[src/rtl/tsw_pkg.sv]
// Package for the wrapping bilinear texture sampler: shared codes, widths and
// the texel index wrap function. Depends on nothing.
package tsw_pkg;

    localparam int COORD_W = 24;
    localparam int CHAN_W  = 16;
    localparam int TEXEL_W = 4 * CHAN_W;
    localparam int SIZE_W  = 8;
    localparam int PROD_W  = 25;

    localparam logic [0:0] OP_WRITE  = 1'b0;
    localparam logic [0:0] OP_SAMPLE = 1'b1;

    localparam logic [1:0] WRAP_CLAMP  = 2'd0;
    localparam logic [1:0] WRAP_MIRROR = 2'd1;
    localparam logic [1:0] WRAP_REPEAT = 2'd2;

    localparam logic [0:0] FILTER_NEAREST  = 1'b0;
    localparam logic [0:0] FILTER_BILINEAR = 1'b1;

    localparam logic [2:0] REG_WIDTH  = 3'd0;
    localparam logic [2:0] REG_HEIGHT = 3'd1;
    localparam logic [2:0] REG_WRAP_S = 3'd2;
    localparam logic [2:0] REG_WRAP_T = 3'd3;
    localparam logic [2:0] REG_FILTER = 3'd4;

    typedef logic [TEXEL_W-1:0] t_texel;

    // Wrap an index in [-1, count] into [0, count-1]. Over that range mirrored
    // repeat gives the same answer as clamp to edge.
    function automatic logic [SIZE_W-1:0] wrap_idx(input logic signed [9:0] value,
                                                   input logic [SIZE_W-1:0] count,
                                                   input logic [1:0] mode);
        logic edge_like;
        edge_like = (mode == WRAP_CLAMP) || (mode == WRAP_MIRROR);
        if (value < 10'sd0) begin
            wrap_idx = edge_like ? '0 : count - 8'd1;
        end else if (value >= $signed({2'b00, count})) begin
            wrap_idx = edge_like ? count - 8'd1 : '0;
        end else begin
            wrap_idx = value[SIZE_W-1:0];
        end
    endfunction

endpackage

[src/rtl/tsw_coord.sv]
// Shared coordinate unit: wraps a Q8.16 coordinate into [0, 1.0] and scales it
// by the texture side. Depends on tsw_pkg.
module tsw_coord import tsw_pkg::*; (
    input  logic [COORD_W-1:0] i_raw,
    input  logic [1:0]         i_mode,
    input  logic [SIZE_W-1:0]  i_size,
    output logic [PROD_W-1:0]  o_prod
);
    logic [16:0] w;

    always_comb begin
        case (i_mode)
            WRAP_CLAMP: begin
                if (i_raw[COORD_W-1]) begin
                    w = '0;
                end else if (i_raw > 24'h010000) begin
                    w = 17'h10000;
                end else begin
                    w = i_raw[16:0];
                end
            end
            WRAP_MIRROR: w = i_raw[16] ? 17'h10000 - {1'b0, i_raw[15:0]} : {1'b0, i_raw[15:0]};
            default:     w = {1'b0, i_raw[15:0]};
        endcase
    end

    assign o_prod = PROD_W'(w) * PROD_W'(i_size);
endmodule

[config.mk]
export PLATFORM = sky130hd
export DESIGN_NAME = tsw_coord
export DESIGN_NICKNAME = d
export VERILOG_FILES = /design/src/rtl/tsw_pkg.sv /design/src/rtl/tsw_coord.sv
export SDC_FILE = /design/constraint.sdc
export NUM_CORES = 1
export LEC_CHECK = 0
export BUFFER_PORTS_ARGS = -buffer_cell sky130_fd_sc_hd__buf_2
export CORE_MARGIN = 10
export CORE_UTILIZATION = 61
export DETAILED_ROUTE_END_ITERATION = 10
export GPL_TIMING_DRIVEN = 0
export MAX_ROUTING_LAYER = met4
export PLACE_DENSITY = 0.91
export SYNTH_ARGS = -nofsm -noshare
export SYNTH_HDL_FRONTEND = slang
export SYNTH_SLANG_ARGS = --single-unit
[constraint.sdc]
create_clock -name vclk -period 13.8
set_input_delay 0.69 -clock vclk [all_inputs]
set_output_delay 0.69 -clock vclk [all_outputs]
set_load 0.02 [all_outputs]
==> impl_metrics.toml <==
[layout]
seq_area_um2 = 0
stdcell_count = 738
num-clock-buffers = 0
post_route_cells_drive_above_1_share_pct = 11.8
n_antenna_cell = 0
area_growth_pct = 8.79
design_area_um2 = 5240
nets = 808
seq_cell_count = 0

[power_and_ir_drop]
p_int_uw = 345
p_leak_uw = 0.00272
p_seq_share_pct = 0
p_comb_share_pct = 100.0
powerDensity_nw_per_um2 = 176
switching_power_uw = 579
ir_drop_uv = 203
switching_share_pct = 62.7
clockPowerShare_pct = 0

[logic_synthesis]
yosysMostFrequentCell = "and2_1"
synth.area.top_cells = "fa_1 37%, and2_1 15%, ha_1 12%"
syn_avg_cell_area_um2 = 8.34
ys_seq_area_share_pct = 0
yosys.area_share.simple_pct = 25.1
synth_cell_types = 39
synth_mux_area_share_pct = 0
synth_top_cell_area_share_pct = 37.4
syn-num-nets = 747
synth_largest_area_cell = "fa_1"
yosys-top-cells-count = "114 x and2_1, 110 x inv_1, 90 x fa_1, 46 x ha_1, 34 x nand2_1"
synthXorXnorAreaFrac_pct = 5.82
synth_top_family_by_area = "adder cells"
synth_fa_ha_area_share_pct = 49.4
synth-compound-area-share_pct = 9.75
ys.warnings.count = 0
netlist_area_um2 = 4810
postSynthCellCount = 577

[drt]
vias = 4131
drcViolationCount = 0
drt_pre_antenna_iters = 4
viasPerCell = 5.60
antenna_left = 0
routed_wl_mm = 11.6
drt_iter0_drc = 210
wl_per_cell_um = 15.7

[timing]
maxSlewViolCount = 0
finalCritPeriodShare_pct = 58.4
fin_setup_tns_ps = 0
max_freq_mhz = 124
setup_violations = 0
max_slew.worst_pin.slew_ps = 631
period_minus_slack_ps = 8060
grt_setup_unrepaired = "no"
relSlewSlack_pct = 57.6
final-hold-violation-count = 0

[grt]
met2_usage_pct = 41.9
met3_usage_pct = 0.531
grt_start_max_net_pins = 11
antenna_found_initial = 0
grt_pass1_vias = 4544
grt_pass1_wl_mm = 20.6
met1_usage_pct = 24.0
top_usage_layer = "met2"
overflow = 0
gr-usage-all-layers_pct = 21.6

[run]
drv_cap = 0

[status]
outcome = "finished clean"

[place]
routabilityCongestion = 0.930
dpl_cell_area_um2 = 5240
dp.cells = 738
portBuffers = 59
dp_hpwl_mm = 10.0

[worst_setup_path]
required_ps = 13110
cp-end-kind = "output pin"
cp.arrival_ps = 7370
cp_max_fo = 8
critPathKind = "in2out"
worst_setup_path_start_kind = "primary input"

[clocking]
cts_setup_buffers = 0
cts_resized = 0
cts_hold_buf = 0

[die]
die_h_um = 109
die_w_um = 109
coreArea_um2 = 7690
rows = 32
ios = 59
die-area_um2 = 11800
start_util_pct = 62.6

[min_path]
hold_path_class = "in2out"
[critical path, cell delays in order]
cell and delay (ps):
buf_2 120, or3_1 390, or4_1 440, o31a_1 280, o31a_4 390, nor2_1 420, nand2_1 150, fa_1 510
fa_1 550, inv_1 70, fa_1 530, inv_1 50, fa_1 530, inv_1 40, ha_1 340, o21a_1 120
o31a_1 130, o31ai_1 520, o221ai_1 310, a31oi_1 320, o21ai_0 140, xor2_1 140, buf_2 180
[kinds of logic after synthesis]
kind of cell	after synthesis
simple gates	212
xor+xnor	32
fa+ha+maj	136
compound gates	74
buf+inv	123
[final timing paths]
check                 start         end  slack, ps  cells past startpoint
setup / recovery  i_raw[13]  o_prod[23]       5740                     23
hold / removal    i_size[0]   o_prod[0]       1830                      3
[power by group through the flow]
stage                     registers (uW)  clock network [uW]  logic (uW)
after detailed placement               0                   0         924
after CTS                              0                   0         930
after global placement                 0                   0         892
final                                  0                   0         923
after floorplan                        0                   0         669
after global routing                   0                   0        1040
[layout by cell type, fill, tap and decap left out, types with 6 or more instances in the layout]
cell and n:
inv_1 110, fa_1 90, nor2_1 25, nor3_1 6, xor2_1 14, nand2_1 34, o21ai_0 16, xnor2_1 18
buf_2 59, ha_1 46, a21oi_1 25, and2_1 114, clkbuf_1 12, nor2_4 7, a21o_1 6
[final cells by class]
cell class                 instances  area, um2
buffer                            13       65.1
fill                             619       2450
inverter                         110        413
multi-input combinational        454       4330
tap                              102        128
timing repair buffer              59        295
[layer usage]
layer  vias up  share of wire, %
li1       1932                 -
met1      2043                37
met2       133                56
met3        23               5.2
met4         0               2.3
met5         -                 0
[stage by stage]
step	hold slack [ps]	setup slack (ps)	util [%]	total power (uW)
2_1_floorplan	1560	6600	-	669
3_3_place_gp	1830	5930	68.1	892
3_5_place_dp	1830	5800	68.1	924
4_1_cts	1830	5770	68.1	930
5_1_grt	1850	5210	68.1	1040
6_report	1830	5740	68.1	923
Power figures use the tool's default switching activity.
