$ cat src/rtl/tsw_pkg.sv
// Package for the wrapping bilinear texture sampler: shared codes, widths and
// the texel index wrap function. Depends on nothing.
package tsw_pkg;

    localparam int COORD_W = 24;
    localparam int CHAN_W  = 16;
    localparam int TEXEL_W = 4 * CHAN_W;
    localparam int SIZE_W  = 8;
    localparam int PROD_W  = 25;

    localparam logic [0:0] OP_WRITE  = 1'b0;
    localparam logic [0:0] OP_SAMPLE = 1'b1;

    localparam logic [1:0] WRAP_CLAMP  = 2'd0;
    localparam logic [1:0] WRAP_MIRROR = 2'd1;
    localparam logic [1:0] WRAP_REPEAT = 2'd2;

    localparam logic [0:0] FILTER_NEAREST  = 1'b0;
    localparam logic [0:0] FILTER_BILINEAR = 1'b1;

    localparam logic [2:0] REG_WIDTH  = 3'd0;
    localparam logic [2:0] REG_HEIGHT = 3'd1;
    localparam logic [2:0] REG_WRAP_S = 3'd2;
    localparam logic [2:0] REG_WRAP_T = 3'd3;
    localparam logic [2:0] REG_FILTER = 3'd4;

    typedef logic [TEXEL_W-1:0] t_texel;

    // Wrap an index in [-1, count] into [0, count-1]. Over that range mirrored
    // repeat gives the same answer as clamp to edge.
    function automatic logic [SIZE_W-1:0] wrap_idx(input logic signed [9:0] value,
                                                   input logic [SIZE_W-1:0] count,
                                                   input logic [1:0] mode);
        logic edge_like;
        edge_like = (mode == WRAP_CLAMP) || (mode == WRAP_MIRROR);
        if (value < 10'sd0) begin
            wrap_idx = edge_like ? '0 : count - 8'd1;
        end else if (value >= $signed({2'b00, count})) begin
            wrap_idx = edge_like ? count - 8'd1 : '0;
        end else begin
            wrap_idx = value[SIZE_W-1:0];
        end
    endfunction

endpackage

$ cat src/rtl/tsw_lerp.sv
// Shared four-channel linear interpolation with 16 fractional weight bits and
// rounding. Depends on tsw_pkg.
module tsw_lerp import tsw_pkg::*; (
    input  t_texel            i_a,
    input  t_texel            i_b,
    input  logic [CHAN_W-1:0] i_t,
    output t_texel            o_mix
);
    for (genvar ch = 0; ch < 4; ch++) begin : g_chan
        logic signed [16:0] diff;
        logic signed [34:0] prod;
        logic signed [18:0] step;
        logic signed [18:0] sum;
        assign diff = $signed({1'b0, i_b[ch*CHAN_W +: CHAN_W]})
                    - $signed({1'b0, i_a[ch*CHAN_W +: CHAN_W]});
        assign prod = 35'(diff) * 35'($signed({1'b0, i_t})) + 35'sd32768;
        assign step = prod[34:16];
        assign sum  = $signed({3'b000, i_a[ch*CHAN_W +: CHAN_W]}) + step;
        assign o_mix[ch*CHAN_W +: CHAN_W] = sum[CHAN_W-1:0];
    end
endmodule

$ cat config.mk
export PLATFORM = sky130hd
export DESIGN_NAME = tsw_lerp
export DESIGN_NICKNAME = d
export VERILOG_FILES = /design/src/rtl/tsw_pkg.sv /design/src/rtl/tsw_lerp.sv
export SDC_FILE = /design/constraint.sdc
export NUM_CORES = 2
export LEC_CHECK = 0
export BUFFER_PORTS_ARGS = -buffer_cell sky130_fd_sc_hd__buf_2
export CAP_MARGIN = 20
export CORE_MARGIN = 3
export CORE_UTILIZATION = 60
export DETAILED_ROUTE_END_ITERATION = 8
export PLACE_DENSITY_LB_ADDON = 0.15
export SETUP_SLACK_MARGIN = 0.05
export SLEW_MARGIN = 20
export SYNTH_ARGS = -nofsm -noshare
export SYNTH_HDL_FRONTEND = slang
export SYNTH_SLANG_ARGS = --single-unit
$ cat constraint.sdc
create_clock -name vclk -period 19.47
set_input_delay 1.947 -clock vclk [all_inputs]
set_output_delay 1.947 -clock vclk [all_outputs]
set_load 0.03 [all_outputs]
==> metrics.json <==
{
  "synthesis.yosys.warnings": {"value": 0},
  "max_slew.worst_pin.slew": {"value": 1.06, "unit": "ns"},
  "syn_inst": {"value": 5163},
  "syn-cell-area": {"value": 45200, "unit": "um^2"},
  "seq_area_frac_synth": {"value": 0},
  "drv_slew": {"value": 0},
  "grt_use_total": {"value": 0.275},
  "globalplace.congestion": {"value": 0.853},
  "die_ar": {"value": 78700, "unit": "um^2"},
  "hold_path.class": {"value": "in2out"},
  "grt_util_met3": {"value": 0.0176},
  "drt_pre_antenna_iters": {"value": 5},
  "timing.critical_path.slowest_stage_cell": {"value": "fa_1"},
  "crit_top_cell": {"value": "fa_1"},
  "wire_per_inst": {"value": 16.5, "unit": "um"},
  "cpPeakStageDelay": {"value": 0.55, "unit": "ns"},
  "grt_antenna_before_repair": {"value": 4},
  "setup.worst_path.class": {"value": "in2out"},
  "dp_hpwl": {"value": 83000, "unit": "um"},
  "critPathArrivalTime": {"value": 12.18, "unit": "ns"},
  "flow.area_growth_from_synthesis": {"value": 4.86, "unit": "%"},
  "maximum_fanout_along_the_worst_path": {"value": 16},
  "global_route.usage.met1": {"value": 0.377},
  "critical_path_start_type": {"value": "input pin"},
  "slew-limit-headroom": {"value": 0.290},
  "finish.cell_count_without_fillers": {"value": 6223},
  "final_layout_size_suffix_gt1_frac": {"value": 0.0620},
  "post-place-cells": {"value": 6223},
  "initial_utilization": {"value": 0.606},
  "setup_repair_after_global_routing_missed_its_margin": {"value": "no"},
  "seq_cell_count": {"value": 0},
  "drtIter0Drc": {"value": 1424},
  "seqCellArea": {"value": 0, "unit": "um^2"},
  "post-cts-setup-buffer-count": {"value": 0},
  "clock_period_minus_final_worst_setup_slack": {"value": 14.12, "unit": "ns"},
  "fmax": {"value": 70.8, "unit": "MHz"},
  "io-pin-count": {"value": 208},
  "layout.clock_buffers": {"value": 0},
  "max-cap-violations": {"value": 0},
  "antenna_cells": {"value": 0},
  "timing.final.setup_violations": {"value": 0},
  "ant_nets": {"value": 0},
  "critical_path_required_time": {"value": 17.52, "unit": "ns"},
  "final_min_period_over_clock_period": {"value": 0.725},
  "core-area": {"value": 74600, "unit": "um^2"},
  "largest_net_degree_at_the_start_of_global_routing": {"value": 66},
  "final.setup.tns": {"value": 0, "unit": "ns"},
  "post_synth.cell_area_avg": {"value": 8.76, "unit": "um^2"},
  "worst_setup_path_end_kind": {"value": "output pin"},
  "final_area": {"value": 47400, "unit": "um^2"},
  "drt_wl_total": {"value": 103000, "unit": "um"},
  "placed_cell_area": {"value": 47400, "unit": "um^2"},
  "cts-hold-fix-buffers": {"value": 0},
  "layout.nets": {"value": 6968},
  "global_route_congestion_overflow_total": {"value": 0},
  "dieHeight": {"value": 281, "unit": "um"},
  "postSynthNetCount": {"value": 6875},
  "run_status": {"value": "finished, final reports clean"},
  "multiInputGateArea": {"value": 39100, "unit": "um^2"},
  "filler_cell_count": {"value": 6477},
  "groute.layer.met2.usage": {"value": 0.494},
  "port-buffer-count": {"value": 208},
  "grt_pass1_vias": {"value": 35200},
  "detail_route.vias_per_cell": {"value": 5.25},
  "synth.lib_cells_used.distinct": {"value": 70},
  "post-route-drc-count": {"value": 0},
  "grt-busiest-layer": {"value": "met2"},
  "post_cts.resized_instances": {"value": 0},
  "timing_hold_violations_final": {"value": 0},
  "chipWidth": {"value": 281, "unit": "um"},
  "first_pass_grt_wire_length": {"value": 175000, "unit": "um"},
  "detailroute.via_count": {"value": 32600},
  "cell_row_count": {"value": 100}
}
[area by class of cell]
type | instances | share of cell area
inverter | 1470 | 0.116
timing repair buffer | 275 | 0.0326
multi-input combinational | 3509 | 0.826
tap | 969 | 0.0256
[synth_stat cells (4+ instances only)]
cell type / count / area (um^2)
o21bai_1: 18 / 135
inv_1: 1470 / 5520
or3_1: 14 / 87.6
o21ai_0: 42 / 210
o21ai_1: 10 / 50.1
or2_2: 6 / 37.5
o2111ai_1: 4 / 35.0
a21o_1: 34 / 255
a31o_2: 7 / 61.3
o21a_1: 23 / 173
o211ai_1: 5 / 37.5
nand4_1: 4 / 25.0
a21oi_1: 111 / 556
nand3_1: 42 / 210
a21boi_0: 10 / 75.1
nor2_1: 88 / 330
buf_2: 9 / 45.0
a31oi_1: 11 / 68.8
nand2b_1: 47 / 294
o31a_1: 10 / 87.6
a211o_1: 4 / 35.0
fa_1: 1072 / 21500
and3_1: 18 / 113
a211oi_1: 13 / 97.6
a2111o_1: 4 / 45.0
nor3_1: 43 / 215
ha_1: 496 / 6210
buf_1: 5 / 18.8
o31ai_1: 7 / 52.6
xnor2_1: 165 / 1450
xor2_1: 39 / 342
and2_1: 518 / 3240
clkbuf_1: 169 / 634
a21oi_2: 4 / 35.0
nand2_1: 484 / 1820
nor2b_1: 105 / 657
[worst paths after layout]
path / slack (ns) / startpoint / cells after the start / to
worst max-delay path: 5.35 / i_a[1] / 42 / o_mix[14]
worst min-delay path: 4.29 / i_a[0] / 3 / o_mix[0]
[stage by stage]
stage                     hold WS (ns)  setup slack [ns]  utilization
after global placement            4.29              5.43        0.636
final                             4.29              5.35        0.636
after floorplan                   4.16              6.17            -
after CTS                         4.29              5.25        0.636
after detailed placement          4.29              5.30        0.636
after global routing              4.32              4.56        0.636
[worst max-delay path: cells and delay by family]
family                   cells  cell delay [ns]
buffers and inverters        7             0.80
XOR/XNOR                     2             0.25
AND/OR/NAND/NOR              5             0.90
adder cells (fa/ha/maj)      9             3.93
AO/OA/AOI/OAI               19             4.33
[cell usage in the layout (no fill, tap or decap), types with 5 or more instances in the layout]
cell type and count:
a21oi_2 7, and2_1 518, ha_1 496, or2_2 6, o21bai_1 18, a21o_1 34, and3_1 18, nand2_1 484
o31ai_1 7, fa_1 1072, a21boi_0 9, xnor2_2 17, nor2_1 87, buf_4 67, nand2b_1 47, a21oi_1 108
a31oi_1 11, nand3_1 42, buf_2 208, nor2b_1 105, xor2_1 39, xnor2_1 148, nor3_1 43, o31a_1 10
or3_1 14, o21a_1 23, o211ai_1 5, a211oi_1 13, o21ai_0 42, inv_1 1470, o21ai_1 10, a31o_2 7
[cells by family after synthesis]
logic type | Yosys count | synth area share
AO/OA/AOI/OAI | 348 | 0.0513
adder cells (fa/ha/maj) | 1568 | 0.612
buffers and inverters | 1654 | 0.138
AND/OR/NAND/NOR | 1387 | 0.159
XOR/XNOR | 206 | 0.0405
[per-layer routing]
metal / up-vias / part of all wire
met2: 686 / 0.51
met3: 118 / 0.040
li1: 15200 / -
met4: 0 / 0.017
met1: 16700 / 0.44
met5: - / 0
Power is not shown: default switching activity piles up to over one toggle a cycle in this logic, so the estimate is an artifact.
